$ cat src/sv/ccrs_pkg.sv
// Types, constants and the byte classifier of the character class statistics unit.
// Used by the top level and its checker; depends on nothing.
`default_nettype none

package ccrs_pkg;

   localparam int CH_BITS       = 8;
   localparam int FIELD_BITS    = 16;
   localparam int WIDE_BITS     = 32;
   localparam int NUM_CLASSES   = 4;
   localparam int NUM_COUNTS    = 3 * NUM_CLASSES;
   localparam int RSP_DATA_BITS = NUM_COUNTS * FIELD_BITS;
   localparam int MAP_DEPTH     = 1 << CH_BITS;
   localparam int EPOCH_BITS    = 4;

   // Offsets of the three counter groups in the counter array.
   localparam int GRP_TOTAL = 0;
   localparam int GRP_RUN   = NUM_CLASSES;
   localparam int GRP_REP   = 2 * NUM_CLASSES;

   typedef enum logic [2:0] {
      CLS_DIGIT = 3'd0,
      CLS_LOWER = 3'd1,
      CLS_UPPER = 3'd2,
      CLS_SIGN  = 3'd3,
      CLS_NONE  = 3'd4
   } class_type;

   function automatic class_type classify(input logic [CH_BITS-1:0] c);
      class_type cls;
      if (c >= "0" && c <= "9") begin
         cls = CLS_DIGIT;
      end else if (c >= "a" && c <= "z") begin
         cls = CLS_LOWER;
      end else if (c >= "A" && c <= "Z") begin
         cls = CLS_UPPER;
      end else begin
         cls = CLS_SIGN;
      end
      return cls;
   endfunction

endpackage

`default_nettype wire

$ cat src/sv/char_class_run_repeat_stats_unit.sv
// A request passes the s1 stage register and the result register to rsp_tvalid.
// Throughput: one request per cycle while the result channel is free; the seen-map
// RAM read-modify-write forwards the last written byte past its registered read.
// Synchronous reset clears counters, previous class, epoch and the map valid bits at
// once; no clearing pass. A start request bumps the epoch tag instead of clearing.
`default_nettype none

module char_class_run_repeat_stats_unit #(
   parameter int COUNT_BITS = 16
) (
   input  wire logic                                clock,
   input  wire logic                                reset,
   input  wire logic                                req_tvalid,
   output logic                                     req_tready,
   input  wire logic [ccrs_pkg::CH_BITS-1:0]        req_tdata,  // [7:0] ch
   input  wire logic                                req_tuser,  // [0] start_req
   output logic                                     rsp_tvalid,
   input  wire logic                                rsp_tready,
   // [15:0] count_digit, count_lower, count_upper, count_sign,
   // run_digit, run_lower, run_upper, run_sign,
   // rep_digit, rep_lower, rep_upper, [191:176] rep_sign
   output logic      [ccrs_pkg::RSP_DATA_BITS-1:0]  rsp_tdata
);

   import ccrs_pkg::*;

   logic                  req_accept;
   logic                  s1_fire;

   logic                  s1_valid_ff;
   logic [CH_BITS-1:0]    s1_ch_ff;
   logic                  s1_start_ff;

   logic [EPOCH_BITS-1:0] epoch_ff;
   logic [EPOCH_BITS-1:0] epoch_in;
   logic [EPOCH_BITS-1:0] tag_rd;
   logic                  epoch_wrap;

   logic [MAP_DEPTH-1:0]  map_valid_ff;
   logic [MAP_DEPTH-1:0]  map_valid_in;
   logic [CH_BITS-1:0]    last_wr_addr_ff;
   logic                  last_wr_vld_ff;
   logic                  fwd_hit;
   logic                  seen;

   class_type             prev_ff;
   class_type             prev_base;
   class_type             cls;
   logic [1:0]            cls_idx;
   logic                  run_hit;

   logic [COUNT_BITS-1:0] cnt_ff [NUM_COUNTS];
   logic [COUNT_BITS-1:0] cnt_in [NUM_COUNTS];
   logic [COUNT_BITS-1:0] cnt_base;
   logic [NUM_COUNTS-1:0] inc;
   logic [WIDE_BITS-1:0]  cnt_wide;

   logic                     rsp_valid_ff;
   logic [RSP_DATA_BITS-1:0] rsp_data_ff;
   logic [RSP_DATA_BITS-1:0] rsp_data_in;

   assign s1_fire    = s1_valid_ff && (!rsp_valid_ff || rsp_tready);
   assign req_tready = !s1_valid_ff || s1_fire;
   assign req_accept = req_tvalid && req_tready;

   ccrs_ram #(
      .WIDTH (EPOCH_BITS),
      .DEPTH (MAP_DEPTH)
   ) u_seen_ram (
      .clock   (clock),
      .wr_en   (s1_fire),
      .wr_addr (s1_ch_ff),
      .wr_data (epoch_in),
      .rd_en   (req_accept),
      .rd_addr (req_tdata),
      .rd_data (tag_rd)
   );

   // Seen-map lookup: entry is live when its valid bit is set and its tag matches
   // the current epoch; the previous request's write is forwarded.
   always_comb begin
      epoch_in   = s1_start_ff ? epoch_ff + 1'b1 : epoch_ff;
      epoch_wrap = s1_start_ff && (epoch_ff == '1);
      fwd_hit    = last_wr_vld_ff && (last_wr_addr_ff == s1_ch_ff);
      seen       = !s1_start_ff &&
                   (fwd_hit || (map_valid_ff[s1_ch_ff] && (tag_rd == epoch_ff)));
      map_valid_in = epoch_wrap ? '0 : map_valid_ff;
      map_valid_in[s1_ch_ff] = 1'b1;
   end

   always_comb begin
      cls       = classify(s1_ch_ff);
      cls_idx   = cls[1:0];
      prev_base = s1_start_ff ? CLS_NONE : prev_ff;
      run_hit   = (prev_base == cls);
      for (int c = 0; c < NUM_CLASSES; c++) begin
         inc[GRP_TOTAL + c] = (cls_idx == 2'(c));
         inc[GRP_RUN + c]   = (cls_idx == 2'(c)) && run_hit;
         inc[GRP_REP + c]   = (cls_idx == 2'(c)) && seen;
      end
   end

   // Saturating update of all counters; mask each to the result field.
   always_comb begin
      cnt_base    = '0;
      cnt_wide    = '0;
      rsp_data_in = '0;
      for (int i = 0; i < NUM_COUNTS; i++) begin
         cnt_base = s1_start_ff ? '0 : cnt_ff[i];
         if (inc[i] && (cnt_base != '1)) begin
            cnt_in[i] = cnt_base + 1'b1;
         end else begin
            cnt_in[i] = cnt_base;
         end
         cnt_wide = WIDE_BITS'(cnt_in[i]);
         rsp_data_in[i*FIELD_BITS +: FIELD_BITS] = cnt_wide[FIELD_BITS-1:0];
      end
   end

   always_ff @(posedge clock) begin
      if (reset) begin
         s1_valid_ff    <= 1'b0;
         rsp_valid_ff   <= 1'b0;
         epoch_ff       <= '0;
         map_valid_ff   <= '0;
         last_wr_vld_ff <= 1'b0;
         prev_ff        <= CLS_NONE;
         for (int i = 0; i < NUM_COUNTS; i++) begin
            cnt_ff[i] <= '0;
         end
      end else begin
         if (req_accept) begin
            s1_valid_ff <= 1'b1;
         end else if (s1_fire) begin
            s1_valid_ff <= 1'b0;
         end
         if (s1_fire) begin
            rsp_valid_ff   <= 1'b1;
            epoch_ff       <= epoch_in;
            map_valid_ff   <= map_valid_in;
            last_wr_vld_ff <= 1'b1;
            prev_ff        <= cls;
            for (int i = 0; i < NUM_COUNTS; i++) begin
               cnt_ff[i] <= cnt_in[i];
            end
         end else if (rsp_tready) begin
            rsp_valid_ff <= 1'b0;
         end
      end
   end

   // Payload registers; hold while stalled.
   always_ff @(posedge clock) begin
      if (req_accept) begin
         s1_ch_ff    <= req_tdata;
         s1_start_ff <= req_tuser;
      end
      if (s1_fire) begin
         rsp_data_ff     <= rsp_data_in;
         last_wr_addr_ff <= s1_ch_ff;
      end
   end

   assign rsp_tvalid = rsp_valid_ff;
   assign rsp_tdata  = rsp_data_ff;

endmodule

`default_nettype wire

$ cat src/sv/ccrs_ram.sv
// Generic single-port-write, single-port-read RAM with a registered read.
// Stand-alone; no package needed.
`default_nettype none

module ccrs_ram #(
   parameter int WIDTH = 4,
   parameter int DEPTH = 256,
   localparam int ADDR_BITS = $clog2(DEPTH)
) (
   input  wire logic                 clock,
   input  wire logic                 wr_en,
   input  wire logic [ADDR_BITS-1:0] wr_addr,
   input  wire logic [WIDTH-1:0]     wr_data,
   input  wire logic                 rd_en,
   input  wire logic [ADDR_BITS-1:0] rd_addr,
   output logic      [WIDTH-1:0]     rd_data
);

   logic [WIDTH-1:0] mem_ff [DEPTH];
   logic [WIDTH-1:0] rd_data_ff;

   always_ff @(posedge clock) begin
      if (wr_en) begin
         mem_ff[wr_addr] <= wr_data;
      end
      if (rd_en) begin
         rd_data_ff <= mem_ff[rd_addr];
      end
   end

   assign rd_data = rd_data_ff;

endmodule

`default_nettype wire

$ cat config.mk
export PLATFORM = sky130hd
export DESIGN_NAME = char_class_run_repeat_stats_unit
export DESIGN_NICKNAME = d
export VERILOG_FILES = /design/src/sv/ccrs_pkg.sv /design/src/sv/char_class_run_repeat_stats_unit.sv /design/src/sv/ccrs_ram.sv
export SDC_FILE = /design/constraint.sdc
export NUM_CORES = 2
export LEC_CHECK = 0
export ABC_AREA = 1
export BUFFER_PORTS_ARGS = -buffer_cell sky130_fd_sc_hd__buf_2
export CAP_MARGIN = 20
export CORE_ASPECT_RATIO = 0.7
export CORE_MARGIN = 3
export CORE_UTILIZATION = 43
export CTS_BUF_LIST = sky130_fd_sc_hd__clkbuf_4 sky130_fd_sc_hd__clkbuf_8 sky130_fd_sc_hd__clkbuf_16
export CTS_CLUSTER_DIAMETER = 100
export DETAILED_ROUTE_END_ITERATION = 7
export GPL_ROUTABILITY_DRIVEN = 0
export PLACE_DENSITY_LB_ADDON = 0.12
export SYNTH_ARGS = -nofsm -noshare
export SYNTH_HDL_FRONTEND = slang
export SYNTH_SLANG_ARGS = --single-unit
$ cat constraint.sdc
create_clock -name clock -period 32 [get_ports clock]
set_input_delay 0 -clock clock [delete_from_list [all_inputs] [get_ports clock]]
set_output_delay 0 -clock clock [all_outputs]
set_load 0.01 [all_outputs]
==> results by group <==
Setup path
  • Most frequent cell on the critical path: nand2_1
  • Worst path depth: 21
  • Worst path max stage delay: around 0.73 ns
  • CP delay by family, top: buffers and inverters
  • CP Buf/Inv Count: 4
  • Crit-path max FO: 72
  • Worst reg-to-reg path cell count: 21
  • Worst path slowest cell: buf_4
  • Startpoint types: register
  • Critical Path AT: between 5 and 6 ns
  • Required time of the critical path: between 30 and 40 ns
  • Critical path type: register to register
  • R2R Path Start: s1_ch_ff[0]$_DFFE_PP_
  • Crit-path cells: buf_4 -> buf_4 -> buf_4 -> nand2_1 -> o21ai_1 -> nand2_1 -> nand2_1 -> nand2_1 -> nand2_1 -> nor2_1 -> nor2_1 -> nor2_1 -> nand2_1 -> nand2_1 -> nand2_1 -> o21ai_2 -> a21oi_4 -> buf_4 -> nand2_2 -> o21ai_0 -> nor2_1
  • Crit. End Element: register
  • CP Launch Point: s1_ch_ff[0]$_DFFE_PP_

Layout
  • Layout area overhead: 11.09%
  • Storage cell area: 48240 um2
  • Fillers: 15.93k
  • Multi-input gate area: ~22000 um2
  • Share of layout cells above drive strength 1: 8.539%
  • Post-route cell area: ~83000 um2
  • Final layout net count: ~7.5k
  • N_diodes: 0

Floorplan
  • Initial core utilization: a little over two fifths
  • I/O pins: slightly above 200
  • Site Rows: roughly 130
  • Core box area: around 170000 um2
  • Area of the die: between 150000 and 200000 um2
  • Die width: between 500 and 600 um
  • Die Ht: about 350 um

Clock network
  • Post-CTS sizing: 0
  • Clock latency on the worst-skew pair: roughly 0.81 ns
  • Max clock buf depth: 3
  • # Post-CTS Setup Buffers: 0
  • Root buf cell: clkbuf_16
  • CTS tree: yes
  • Clk slew on worst S/H paths: roughly 0.060 ns
  • CTS sink cnt: approximately 1.7k
  • H-tree depth: 4
  • CTS buffer count: ~160

Yosys
  • Synth Cell Area: about 74000 um2
  • Synthesized flop and latch total: 1695
  • Syn Area/Cell: 9.966 um2
  • Main flop type after synthesis: edfxtp_1
  • Synth Net Count: roughly 7.5k
  • Synthesis Warnings: 0
  • Yosys cell types: between 50 and 60
  • Async SR Flop Fraction: 0%
  • Post-synth EDFFs: between 1k and 1.5k
  • Post-Syn Instances: 7460
  • Part of the Yosys area used for sequential elements: between 60% and 70%

Timing
  • Part of the cycle the worst path needs: 17.10%
  • Fmax: roughly 180 MHz
  • Final setup TNS: 0 ns
  • Setup WS post-layout: ~27 ns
  • Max_slew headroom: between 20% and 30%
  • RSZ-0062 raised after global routing: false
  • Worst Tran Pin Value: roughly 1.2 ns
  • Final setup viols: 0
  • Final Hold Viols: 0
  • Period minus WS final: 5.473 ns
  • Slew Limit Fails: 0
  • Clock Skews: 0.02634 ns

Placement
  • Final HPWL DP: 133.8 mm
  • # port buffers: 206
  • DP Area: just under 80000 um2
  • Place WS: about 27 ns

GRT
  • First-pass GRT wire length: between 300 and 400 mm
  • Initial antenna violation count: 5
  • Largest net degree at the start of global routing: 191
  • Gr usage total: 24.33%
  • Gr ovfl total: 0
  • Vias in the first global route: 50.85k

Route
  • ANT nets after route: 0
  • Routed wire length: between 200 and 250 mm
  • Wire length per cell: between 20 and 25 um
  • Vias: between 50k and 60k
  • Vias/cell: around 5.5
  • Drt first pass iters: 5
  • 1st-iter DRT viols: 6053
  • DR DRC count: 0

Power
  • Power Density: 56.65 nW/um2
  • P_leak: 0.02938 uW
  • Peak VDD IR: ~0.048 mV
  • Pwr Total: 4679 uW

Job
  • Maxcap violations: 0

Worst hold path
  • Hold path start: rsp_tready
  • Worst hold path depth: 5
  • Worst Hold Class: primary input to register

Status
  • Status: finished, final reports clean
-- synth_stat cells, drive strengths merged (4+ instances only) --
cell type     n  area share [%]
o21ai       777             5.2
edfxtp     1429              58
buf          94            0.73
inv         659             3.3
or2           4           0.034
clkbuf      337             1.7
nor3         94            0.69
o211ai       11            0.11
nand2      1140             5.8
and2          5           0.047
xor2        134             1.6
nand3       106            0.72
o22ai       309             2.6
a31oi         4           0.034
o32ai        16            0.19
xnor2        19            0.22
o221ai        5           0.059
nor2       1541             7.9
o21a         84            0.85
clkinv        6           0.030
nor4         18            0.15
nand4        72            0.65
dfxtp       266             7.2
ha           13            0.22
a21oi       304             2.1
-- layer usage --
metal / GRT usage, % / wire length (um) / vias up
met5: 0 / 0 / -
met4: 5.728 / 4709 / 0
met3: 4.857 / 17530 / 310
met2: 34.78 / 93110 / 2013
met1: 37.81 / 105100 / 26530
li1: - / - / 25430
-- worst reg2reg max path, cell delays in order (launching register included) --
cell and delay (ns):
edfxtp_1 0.36, buf_4 0.48, buf_4 0.61, buf_4 0.79
nand2_1 0.17, o21ai_1 0.10, nand2_1 0.06, nand2_1 0.08
nand2_1 0.06, nand2_1 0.10, nor2_1 0.06, nor2_1 0.08
nor2_1 0.07, nand2_1 0.13, nand2_1 0.07, nand2_1 0.13
o21ai_2 0.15, a21oi_4 0.16, buf_4 0.56, nand2_2 0.47
o21ai_0 0.39, nor2_1 0.07
-- flip-flops by register name, summed over array words and instances (netlist names) --
register,flops
rsp_tvalid,1
last_wr_addr_ff,8
s1_ch_ff,8
rsp_tdata,192
u_seen_ram.mem_ff,1024
s1_valid_ff,1
s1_start_ff,1
map_valid_ff,256
last_wr_vld_ff,1
prev_ff,3
epoch_ff,4
cnt_ff,192
u_seen_ram.rd_data,4
-- layout make-up --
cell class | instances | area share, %
tap | 2257 | 3.419
sequential | 1695 | 58.40
multi-input combinational | 4669 | 26.46
clock inverter | 68 | 0.6786
timing repair buffer | 295 | 2.184
inverter | 665 | 3.090
clock buffer | 232 | 5.765
-- cells by family after synthesis --
group / Yosys count / synth area share (%)
AO/OA/AOI/OAI: 1518 / 11.26
buffers and inverters: 1096 / 5.794
adder cells (fa/ha/maj): 13 / 0.2188
XOR/XNOR: 153 / 1.802
AND/OR/NAND/NOR: 2985 / 16.04
flip-flops: 1695 / 64.88
-- cell usage in the layout (no fill, tap or decap), drive strengths merged, types with 2 or more instances in the layout --
cell type    synthesis  routed
nor2              1541    1541
edfxtp            1429    1429
nand2             1140    1140
o21ai              777     777
inv                659     663
o22ai              309     309
a21oi              304     304
buf                 94     283
dfxtp              266     266
clkbuf             337     234
xor2               134     134
nand3              106     106
nor3                94      94
o21a                84      84
nand4               72      72
clkinv               6      57
xnor2               19      19
nor4                18      18
o32ai               16      16
ha                  13      13
o211ai              11      11
dlygate4sd3          0      10
bufinv               0       8
o221ai               5       5
clkinvlp             0       5
and2                 5       5
a31oi                4       4
or2                  4       4
o21bai               3       3
and3                 3       3
nand3b               2       2
a41oi                2       2
-- metrics by stage --
step           hold WS [ns]  instances  util [%]
2_1_floorplan       0.09887       7460         -
3_3_place_gp         0.2042       9570     45.01
3_5_place_dp         0.2093       9570     45.01
4_1_cts            0.009099       9880     48.17
5_1_grt             0.01326       9881     48.17
6_report            0.06835       9881     48.17
-- worst paths after layout --
check	to	slack, ns
worst max-delay path	cnt_ff[2][49]$_SDFFCE_PP0P_	26.53
worst min-delay path	rsp_tvalid$_SDFFE_PP0P_	0.07
worst max register to register	cnt_ff[2][49]$_SDFFCE_PP0P_	26.53
worst min register to register	map_valid_ff[247]$_SDFFE_PP0P_	0.46
-- what timing repair did --
| action | in CTS | in global routing |
|---|---|---|
| endpoints found under the hold margin | 17 | 0 |
| setup endpoints to repair | 0 | 0 |
| hold buffers | 10 | 0 |
-- where the power goes --
group	switching, uW	internal, uW	total (uW)
Clock	847	1100	1950
Combinational	228	66.0	294
Sequential	13.3	2420	2440
Total	1090	3590	4680
Power figures use the tool's default switching activity.
